==> src/rtl/aml_pkg.sv <==
// ----------------------------------------------------------------------------
// aml_pkg: shared types and constants for the accelerometer magnitude filter
// Field widths, filter constants and the command and status groups that
// join the controller to the datapath.
// ----------------------------------------------------------------------------
package aml_pkg;

   localparam int ACCEL_W = 16;
   localparam int TIME_W = 32;
   localparam int MAG_W = 24;
   localparam int ALPHA_W = 17;
   localparam int SUM_W = 32;
   localparam int FRACTION_BITS_DEFAULT = 8;

   localparam logic [ALPHA_W-1:0] ALPHA_ONE = 17'h10000;
   localparam logic [ALPHA_W-1:0] ALPHA_RESET = 17'd6554;
   localparam logic [MAG_W-1:0] MAG_MAX = 24'hFFFFFF;

   // Operand pairs for the shared multiplier.
   typedef enum logic [2:0] {
      MUL_X,
      MUL_Y,
      MUL_Z,
      MUL_ALPHA,
      MUL_BETA
   } mul_sel_type;

   typedef struct packed {
      logic        load;       // capture a new sample, clear the sum
      logic        mul_en;     // register one product
      mul_sel_type mul_sel;
      logic        sum_add;    // add the last product into the sum of squares
      logic        root_load;  // start the square root
      logic        root_step;  // one result bit of the square root
      logic        acc_load;   // hold the alpha term of the filter
      logic        filt_done;  // form the smoothed value, update the memory
      logic        out_load;   // publish the result
   } dp_cmd_type;

   typedef struct packed {
      logic out_free;          // the output register can take a result now
   } dp_status_type;

endpackage

==> src/rtl/accel_magnitude_lowpass.sv <==
// ----------------------------------------------------------------------------
// accel_magnitude_lowpass: accelerometer vector magnitude with low-pass filter
// Top level joining the sequencer and the datapath.
// ----------------------------------------------------------------------------
// Each input beat carries one signed three-axis sample and its timestamp and
// produces exactly one result beat: the floored magnitude
// sqrt((x*x + y*y + z*z) * 2^(2*FRACTION_BITS)) in unsigned fixed point with
// FRACTION_BITS fraction bits, a first-order low-pass of that magnitude
// rounded as (alpha*mag + (1-alpha)*previous + one half) in Q1.16, and the
// timestamp copied through. One sample is processed at a time: the sequencer
// squares the three axes, takes the bit-serial square root, applies the
// filter and publishes the result, and only then returns to idle to
// take the next sample. The root produces one result bit per cycle over
// 16 + FRACTION_BITS steps, and one shared multiplier forms the three squares
// and the two filter products in turn. A finished result sits in an output
// register, so a stalled result channel does not hold up the next sample
// until that sample itself is ready to publish. The filter weight
// csr_filter_alpha resets to 6554 (about 0.1); values above 65536 act as
// 65536, which passes the magnitude through unfiltered. The configuration
// channel is ready whenever reset is low and should be written only while
// the block is idle. The filter memory resets to zero.
// ----------------------------------------------------------------------------
module accel_magnitude_lowpass
   import aml_pkg::*;
#(
   parameter int FRACTION_BITS = FRACTION_BITS_DEFAULT
) (
   input  logic                      clock,
   input  logic                      reset,
   // Sample channel.
   input  logic                      req_valid,
   output logic                      req_stall,
   input  logic signed [ACCEL_W-1:0] req_accel_x,
   input  logic signed [ACCEL_W-1:0] req_accel_y,
   input  logic signed [ACCEL_W-1:0] req_accel_z,
   input  logic [TIME_W-1:0]         req_sample_time,
   // Result channel.
   output logic                      rsp_valid,
   input  logic                      rsp_stall,
   output logic [MAG_W-1:0]          rsp_magnitude,
   output logic [MAG_W-1:0]          rsp_smoothed_magnitude,
   output logic [TIME_W-1:0]         rsp_result_time,
   // Filter weight register.
   input  logic                      csr_valid,
   output logic                      csr_ready,
   input  logic [ALPHA_W-1:0]        csr_filter_alpha
);

   dp_cmd_type cmd;
   dp_status_type status;

   // The register takes a write in any cycle outside reset.
   assign csr_ready = !reset;

   // The sequencer decides which datapath step runs in each cycle.
   aml_ctrl #(
      .FRACTION_BITS(FRACTION_BITS)
   ) u_ctrl (
      .clock    (clock),
      .reset    (reset),
      .req_valid(req_valid),
      .req_stall(req_stall),
      .status   (status),
      .cmd      (cmd)
   );

   // The datapath holds the sample, the root, the filter memory and the
   // output register.
   aml_datapath #(
      .FRACTION_BITS(FRACTION_BITS)
   ) u_datapath (
      .clock                 (clock),
      .reset                 (reset),
      .cmd                   (cmd),
      .status                (status),
      .req_accel_x           (req_accel_x),
      .req_accel_y           (req_accel_y),
      .req_accel_z           (req_accel_z),
      .req_sample_time       (req_sample_time),
      .csr_write             (csr_valid && csr_ready),
      .csr_filter_alpha      (csr_filter_alpha),
      .rsp_valid             (rsp_valid),
      .rsp_stall             (rsp_stall),
      .rsp_magnitude         (rsp_magnitude),
      .rsp_smoothed_magnitude(rsp_smoothed_magnitude),
      .rsp_result_time       (rsp_result_time)
   );

endmodule

==> src/rtl/aml_ctrl.sv <==
// ----------------------------------------------------------------------------
// aml_ctrl: sequencer for the accelerometer magnitude filter
// Walks each sample through squaring, the bit-serial root and the filter.
// ----------------------------------------------------------------------------
module aml_ctrl
   import aml_pkg::*;
#(
   parameter int FRACTION_BITS = FRACTION_BITS_DEFAULT
) (
   input  logic          clock,
   input  logic          reset,
   input  logic          req_valid,
   output logic          req_stall,
   input  dp_status_type status,
   output dp_cmd_type    cmd
);

   localparam int ROOT_W = 16 + FRACTION_BITS;
   localparam int CNT_W = $clog2(ROOT_W);

   typedef enum logic [3:0] {
      ST_IDLE,
      ST_SQ_X,
      ST_SQ_Y,
      ST_SQ_Z,
      ST_SQ_SUM,
      ST_ROOT_LOAD,
      ST_ROOT,
      ST_FILT_A,
      ST_FILT_B,
      ST_FILT_C,
      ST_PUBLISH
   } state_type;

   state_type state_ff, state_in;
   logic [CNT_W-1:0] cnt_ff, cnt_in;

   always_comb begin
      state_in = state_ff;
      cnt_in = cnt_ff;
      cmd = '0;
      cmd.mul_sel = MUL_X;
      case (state_ff)
         ST_IDLE: begin
            if (req_valid) begin
               cmd.load = 1'b1;
               state_in = ST_SQ_X;
            end
         end
         ST_SQ_X: begin
            cmd.mul_en = 1'b1;
            cmd.mul_sel = MUL_X;
            state_in = ST_SQ_Y;
         end
         ST_SQ_Y: begin
            cmd.mul_en = 1'b1;
            cmd.mul_sel = MUL_Y;
            cmd.sum_add = 1'b1;
            state_in = ST_SQ_Z;
         end
         ST_SQ_Z: begin
            cmd.mul_en = 1'b1;
            cmd.mul_sel = MUL_Z;
            cmd.sum_add = 1'b1;
            state_in = ST_SQ_SUM;
         end
         ST_SQ_SUM: begin
            cmd.sum_add = 1'b1;
            state_in = ST_ROOT_LOAD;
         end
         ST_ROOT_LOAD: begin
            cmd.root_load = 1'b1;
            cnt_in = '0;
            state_in = ST_ROOT;
         end
         ST_ROOT: begin
            cmd.root_step = 1'b1;
            cnt_in = cnt_ff + 1'b1;
            if (cnt_ff == CNT_W'(ROOT_W - 1)) begin
               state_in = ST_FILT_A;
            end
         end
         ST_FILT_A: begin
            cmd.mul_en = 1'b1;
            cmd.mul_sel = MUL_ALPHA;
            state_in = ST_FILT_B;
         end
         ST_FILT_B: begin
            cmd.acc_load = 1'b1;
            cmd.mul_en = 1'b1;
            cmd.mul_sel = MUL_BETA;
            state_in = ST_FILT_C;
         end
         ST_FILT_C: begin
            cmd.filt_done = 1'b1;
            state_in = ST_PUBLISH;
         end
         ST_PUBLISH: begin
            if (status.out_free) begin
               cmd.out_load = 1'b1;
               state_in = ST_IDLE;
            end
         end
         default: begin
            state_in = ST_IDLE;
         end
      endcase
   end

   // No sample is taken while reset is held.
   assign req_stall = reset || (state_ff != ST_IDLE);

   always_ff @(posedge clock) begin
      if (reset) begin
         state_ff <= ST_IDLE;
         cnt_ff <= '0;
      end else begin
         state_ff <= state_in;
         cnt_ff <= cnt_in;
      end
   end

endmodule

==> src/rtl/aml_datapath.sv <==
// ----------------------------------------------------------------------------
// aml_datapath: arithmetic and storage for the accelerometer magnitude filter
// Shared multiplier, sum of squares, bit-serial root, filter and result beat.
// ----------------------------------------------------------------------------
module aml_datapath
   import aml_pkg::*;
#(
   parameter int FRACTION_BITS = FRACTION_BITS_DEFAULT
) (
   input  logic                     clock,
   input  logic                     reset,
   input  dp_cmd_type               cmd,
   output dp_status_type            status,
   input  logic signed [ACCEL_W-1:0] req_accel_x,
   input  logic signed [ACCEL_W-1:0] req_accel_y,
   input  logic signed [ACCEL_W-1:0] req_accel_z,
   input  logic [TIME_W-1:0]        req_sample_time,
   input  logic                     csr_write,
   input  logic [ALPHA_W-1:0]       csr_filter_alpha,
   output logic                     rsp_valid,
   input  logic                     rsp_stall,
   output logic [MAG_W-1:0]         rsp_magnitude,
   output logic [MAG_W-1:0]         rsp_smoothed_magnitude,
   output logic [TIME_W-1:0]        rsp_result_time
);

   localparam int ROOT_W = 16 + FRACTION_BITS;
   localparam int RAD_W = 2 * ROOT_W;
   localparam int REM_W = ROOT_W + 2;
   localparam int WIDE_W = (ROOT_W > MAG_W) ? ROOT_W : MAG_W;
   localparam int MUL_B_W = MAG_W;
   localparam int PROD_W = ALPHA_W + MUL_B_W;
   localparam int ACC_W = PROD_W + 1;
   localparam int SMOOTH_W = ACC_W - 16;

   logic [ALPHA_W-1:0] alpha_ff;
   logic [ACCEL_W-1:0] abs_x_ff, abs_y_ff, abs_z_ff;
   logic [TIME_W-1:0] time_ff;
   logic [SUM_W-1:0] sum_ff;
   logic [PROD_W-1:0] prod_ff, acc_ff;
   logic [RAD_W-1:0] rad_ff;
   logic [REM_W-1:0] rem_ff;
   logic [ROOT_W-1:0] root_ff;
   logic [MAG_W-1:0] mag_ff, mem_ff;
   logic rsp_valid_ff;
   logic [MAG_W-1:0] out_mag_ff, out_smooth_ff;
   logic [TIME_W-1:0] out_time_ff;

   logic [ALPHA_W-1:0] alpha_eff, beta;
   logic [ALPHA_W-1:0] mul_a;
   logic [MUL_B_W-1:0] mul_b;
   logic [WIDE_W-1:0] root_wide;
   logic [MAG_W-1:0] mag_sat;
   logic [REM_W-1:0] rem_shift, trial, rem_diff;
   logic [ACC_W-1:0] acc_sum;
   logic [SMOOTH_W-1:0] smooth_full;
   logic [MAG_W-1:0] smooth_sat;

   function automatic logic [ACCEL_W-1:0] abs16(input logic signed [ACCEL_W-1:0] v);
      abs16 = v[ACCEL_W-1] ? (~v + 1'b1) : v;
   endfunction

   // Weights above one are treated as one.
   assign alpha_eff = (alpha_ff > ALPHA_ONE) ? ALPHA_ONE : alpha_ff;
   assign beta = ALPHA_ONE - alpha_eff;

   // Saturate the root to the magnitude field.
   assign root_wide = WIDE_W'(root_ff);
   assign mag_sat = (root_wide > WIDE_W'(MAG_MAX)) ? MAG_MAX : root_wide[MAG_W-1:0];

   always_comb begin
      case (cmd.mul_sel)
         MUL_X: begin
            mul_a = ALPHA_W'(abs_x_ff);
            mul_b = MUL_B_W'(abs_x_ff);
         end
         MUL_Y: begin
            mul_a = ALPHA_W'(abs_y_ff);
            mul_b = MUL_B_W'(abs_y_ff);
         end
         MUL_Z: begin
            mul_a = ALPHA_W'(abs_z_ff);
            mul_b = MUL_B_W'(abs_z_ff);
         end
         MUL_ALPHA: begin
            mul_a = alpha_eff;
            mul_b = mag_sat;
         end
         MUL_BETA: begin
            mul_a = beta;
            mul_b = mem_ff;
         end
         default: begin
            mul_a = '0;
            mul_b = '0;
         end
      endcase
   end

   // One root bit per step: bring down two radicand bits and try 4*root+1.
   assign rem_shift = {rem_ff[REM_W-3:0], rad_ff[RAD_W-1 -: 2]};
   assign trial = {root_ff, 2'b01};
   assign rem_diff = rem_shift - trial;

   assign acc_sum = ACC_W'(acc_ff) + ACC_W'(prod_ff) + ACC_W'(32768);
   assign smooth_full = acc_sum[ACC_W-1:16];
   assign smooth_sat = (smooth_full > SMOOTH_W'(MAG_MAX)) ? MAG_MAX
                                                          : smooth_full[MAG_W-1:0];

   assign status.out_free = !rsp_valid_ff || !rsp_stall;

   always_ff @(posedge clock) begin
      if (reset) begin
         alpha_ff <= ALPHA_RESET;
         mem_ff <= '0;
         rsp_valid_ff <= 1'b0;
      end else begin
         if (csr_write) begin
            alpha_ff <= csr_filter_alpha;
         end
         if (cmd.filt_done) begin
            mem_ff <= smooth_sat;
         end
         if (cmd.out_load) begin
            rsp_valid_ff <= 1'b1;
         end else if (!rsp_stall) begin
            rsp_valid_ff <= 1'b0;
         end
      end
   end

   always_ff @(posedge clock) begin
      if (cmd.load) begin
         abs_x_ff <= abs16(req_accel_x);
         abs_y_ff <= abs16(req_accel_y);
         abs_z_ff <= abs16(req_accel_z);
         time_ff <= req_sample_time;
         sum_ff <= '0;
      end else if (cmd.sum_add) begin
         sum_ff <= sum_ff + prod_ff[SUM_W-1:0];
      end
      if (cmd.mul_en) begin
         prod_ff <= PROD_W'(mul_a) * PROD_W'(mul_b);
      end
      if (cmd.root_load) begin
         rad_ff <= RAD_W'(sum_ff) << (2 * FRACTION_BITS);
         rem_ff <= '0;
         root_ff <= '0;
      end else if (cmd.root_step) begin
         rad_ff <= rad_ff << 2;
         if (rem_shift >= trial) begin
            rem_ff <= rem_diff;
            root_ff <= {root_ff[ROOT_W-2:0], 1'b1};
         end else begin
            rem_ff <= rem_shift;
            root_ff <= {root_ff[ROOT_W-2:0], 1'b0};
         end
      end
      if (cmd.mul_en && cmd.mul_sel == MUL_ALPHA) begin
         mag_ff <= mag_sat;
      end
      if (cmd.acc_load) begin
         acc_ff <= prod_ff;
      end
      if (cmd.out_load) begin
         out_mag_ff <= mag_ff;
         out_smooth_ff <= mem_ff;
         out_time_ff <= time_ff;
      end
   end

   assign rsp_valid = rsp_valid_ff;
   assign rsp_magnitude = out_mag_ff;
   assign rsp_smoothed_magnitude = out_smooth_ff;
   assign rsp_result_time = out_time_ff;

endmodule

==> config.mk <==
export PLATFORM = sky130hd
export DESIGN_NAME = accel_magnitude_lowpass
export DESIGN_NICKNAME = d
export VERILOG_FILES = /design/src/rtl/aml_pkg.sv /design/src/rtl/accel_magnitude_lowpass.sv /design/src/rtl/aml_ctrl.sv /design/src/rtl/aml_datapath.sv
export SDC_FILE = /design/constraint.sdc
export NUM_CORES = 2
export LEC_CHECK = 0
export BUFFER_PORTS_ARGS = -buffer_cell sky130_fd_sc_hd__buf_4
export CAP_MARGIN = 5
export CORE_ASPECT_RATIO = 1.25
export CORE_MARGIN = 4
export CORE_UTILIZATION = 50
export DETAILED_ROUTE_END_ITERATION = 8
export PLACE_DENSITY_LB_ADDON = 0.1
export SETUP_SLACK_MARGIN = 0.3
export SYNTH_ARGS = -nofsm -noshare
export SYNTH_HDL_FRONTEND = slang
export SYNTH_SLANG_ARGS = --single-unit
==> constraint.sdc <==
create_clock -name clock -period 11.62 [get_ports clock]
set_input_delay 1.743 -clock clock [delete_from_list [all_inputs] [get_ports clock]]
set_output_delay 1.743 -clock clock [all_outputs]
set_load 0.02 [all_outputs]
==> flow_metrics.py <==
metrics = {
    "sta": {
        "finalSetupTns_ns": 0,
        "hold_violations": 0,
        "max_slew_margin_pct": 17.0,
        "setup_viol": 0,
        "grt_setup_unrepaired": "false",
        "fmax_mhz": 101,
        "fin_skew_ns": 0.0231,
        "maxSlewViolCount": 0,
        "finalCritPeriodShare_pct": 85.0,
        "min_period_ns": 9.87,
        "worst_slew_pin_slew_ns": 1.24,
    },
    "clocking": {
        "cts_root_buf": "clkbuf_16",
        "cts_hold_buf": 0,
        "clkTransAtPathRegs_ns": 0.06,
        "numCtsBuffers": 43,
        "numClockSinks": 429,
        "cts_resized": 0,
        "cts_tree": "built",
        "cts_max_level": 2,
        "post_cts_buffers": 0,
        "clk_latency_ns": 0.59,
        "cts_max_path_buffers": 3,
    },
    "worst_setup_path": {
        "r2r_slack_ns": 1.75,
        "path_max_fanout": 24,
        "crit_type": "flip-flop to flip-flop",
        "critical_path.most_common_cell": "fa_1",
        "cp_slowest_cell": "a221o_1",
        "worstRegToRegCells": 35,
        "r2r-start": "u_datapath.alpha_ff[3]$_SDFFE_PP1P_",
        "cp.arrival_ns": 10.19,
        "cp_slowest_stage_delay_ns": 0.76,
        "required_ns": 11.94,
        "crit_path_start": "u_datapath.alpha_ff[3]$_SDFFE_PP1P_",
        "end_kind": "flip-flop",
        "critPathLaunchType": "flip-flop",
        "r2r-end": "u_datapath.prod_ff[39]$_DFFE_PN_",
    },
    "hold_path": {
        "hold_depth": 0,
        "worstHoldStart": "u_datapath.time_ff[4]$_DFFE_PP_",
        "hp-class": "flip-flop to flip-flop",
        "min_to": "u_datapath.rsp_result_time[4]$_DFFE_PP_",
    },
    "yosys": {
        "syn_nets": 4134,
        "synth_cells": 3446,
        "async_flop_share_pct": 0,
        "synth_cell_types": 73,
        "synth_edf_count": 298,
        "synth_compound_area_share_pct": 11.6,
        "synth.area.mux_share_pct": 1.68,
        "syn_area_um2": 33900,
        "synth_ff_type": "edfxtp_1",
        "synth_fa_ha_area_share_pct": 29.0,
        "synthXorXnorAreaFrac_pct": 3.80,
        "synth_top_family_by_area": "adder cells",
        "ys_seq_area_share_pct": 34.2,
        "yosysWarnings": 0,
        "synth_simple_gate_area_share_pct": 12.6,
        "synth.avg_cell_area_um2": 9.82,
        "ys_seq_elements": 429,
    },
    "floorplan": {
        "chipHeight_um": 299,
        "dieArea_um2": 72000,
        "io_pins": 185,
        "rows": 106,
        "start_util_pct": 50.5,
        "core-area_um2": 67000,
        "die_x_um": 241,
    },
    "layout": {
        "multi_input_area_um2": 19900,
        "mostFrequentLayoutCells": "522 x nand2_1, 487 x inv_1, 330 x fa_1",
        "fin_nets": 4251,
        "syn2layout_area_growth_pct": 11.0,
        "fillers": 5882,
        "register_area_um2": 11600,
        "mostFrequentLayoutCell": "nand2_1",
        "drive_gt1_share_pct": 9.76,
        "instances_no_fill": 4463,
    },
    "route": {
        "wl_per_cell_um": 21.6,
        "vias": 25500,
        "drc": 0,
        "drt-total-wl_um": 96300,
        "drt.antenna.violating_nets": 0,
        "dr.pass1.iters": 5,
        "vias_per_cell": 5.71,
        "dr.first_iter.drc_count": 1657,
    },
    "global_routing": {
        "grt_max_degree": 60,
        "grt_pass1_wl_um": 149000,
        "grt_pass1_vias": 26100,
        "globalRouteOverflowTotal": 0,
        "antenna_found_initial": 2,
        "gr-usage-all-layers_pct": 26.8,
    },
    "placed_design": {
        "dp.cells": 4382,
        "gp_congestion": 0.903,
        "port_buffers": 184,
        "dpl.hpwl_um": 75900,
    },
    "run": {
        "maxCapViolations": 0,
    },
    "status": {
        "status": "finished, final reports clean",
    },
}
cells in the mapped netlist, drive strengths merged, types with 30 or more instances:
| library cell | instances | area share, % |
|---|---|---|
| o21ai | 129 | 1.9 |
| mux2 | 30 | 1.0 |
| a21o | 65 | 1.4 |
| nand2 | 522 | 5.8 |
| inv | 493 | 5.5 |
| a21oi | 186 | 2.8 |
| nand3 | 42 | 0.62 |
| nor3 | 32 | 0.47 |
| xnor2 | 95 | 2.5 |
| ha | 256 | 9.5 |
| dfxtp | 131 | 7.7 |
| nor2 | 189 | 2.1 |
| xor2 | 52 | 1.3 |
| fa | 330 | 20 |
| and2 | 51 | 0.94 |
| edfxtp | 298 | 26 |
| clkbuf | 145 | 1.6 |
state kept, by name, summed over array words and instances, names as in the netlist, 5 cells and up:
register,flops
u_datapath.acc_ff,41
u_datapath.prod_ff,41
u_datapath.rad_ff,32
u_datapath.rsp_result_time,32
u_datapath.sum_ff,32
u_datapath.time_ff,32
u_datapath.mag_ff,24
u_datapath.mem_ff,24
u_datapath.rem_ff,24
u_datapath.root_ff,24
u_datapath.rsp_magnitude,24
u_datapath.rsp_smoothed_magnitude,24
u_datapath.alpha_ff,17
u_datapath.abs_x_ff,16
u_datapath.abs_y_ff,16
u_datapath.abs_z_ff,16
u_ctrl.cnt_ff,5
area by class of cell:
cell class | instances | area share [%]
multi-input cells | 2367 | 53.0
flip-flops and latches | 429 | 30.8
inverters | 493 | 4.93
repair buffers | 229 | 4.57
clock buffers | 58 | 3.15
well taps | 864 | 2.88
clock inverters | 22 | 0.699
diodes | 1 | 0.00666
critical path: cells and delay by family (launching register included):
| family | cells | cell delay (ns) |
|---|---|---|
| flops | 1 | 0.37 |
| buf+inv | 4 | 0.38 |
| fa+ha+maj | 8 | 3.50 |
| simple gates | 11 | 2.54 |
| compound gates | 11 | 2.71 |
| xor+xnor | 1 | 0.09 |
worst max-delay path by stage:
stage | to | slack (ns)
2_1_floorplan | u_datapath.prod_ff[39]$_DFFE_PN_ | 2.91
3_3_place_gp | u_datapath.prod_ff[39]$_DFFE_PN_ | 1.97
3_5_place_dp | u_datapath.prod_ff[39]$_DFFE_PN_ | 1.78
4_1_cts | u_datapath.prod_ff[39]$_DFFE_PN_ | 1.77
5_1_grt | u_datapath.prod_ff[34]$_DFFE_PN_ | 1.04
6_report | u_datapath.prod_ff[39]$_DFFE_PN_ | 1.75
cell families (layout without fill, tap and decap cells):
kind of cell | after synthesis | in the layout
buffers and inverters | 650 | 802
xor gates and xnor gates | 147 | 147
other | 0 | 1
AOI/OAI and AO/OA | 612 | 612
DFF | 429 | 429
and+or+nand+nor | 969 | 969
adders and majority gates | 586 | 586
muxes | 53 | 53
metal layers:
metal | vias up | global-route usage (%) | wire length, µm
met5 | - | 0 | 0
met4 | 0 | 9.02 | 3450
met3 | 157 | 2.58 | 4400
met2 | 738 | 47.1 | 49000
met1 | 12900 | 34.7 | 39400
li1 | 11700 | - | -
stage by stage:
step | worst slack (ns) | utilization [%] | hold WS [ns] | cell area [µm²]
floorplan | 2.91 | - | 0.400 | 33900
global placement | 1.97 | 54.0 | 0.401 | 36100
detailed placement | 1.78 | 54.0 | 0.405 | 36100
CTS | 1.77 | 56.1 | 0.409 | 37600
global route | 1.04 | 56.1 | 0.417 | 37600
finish | 1.75 | 56.1 | 0.411 | 37600
Power is left out: the tool's default activity adds up to more than one toggle a clock period on the data nets, which glitch-free logic cannot reach.
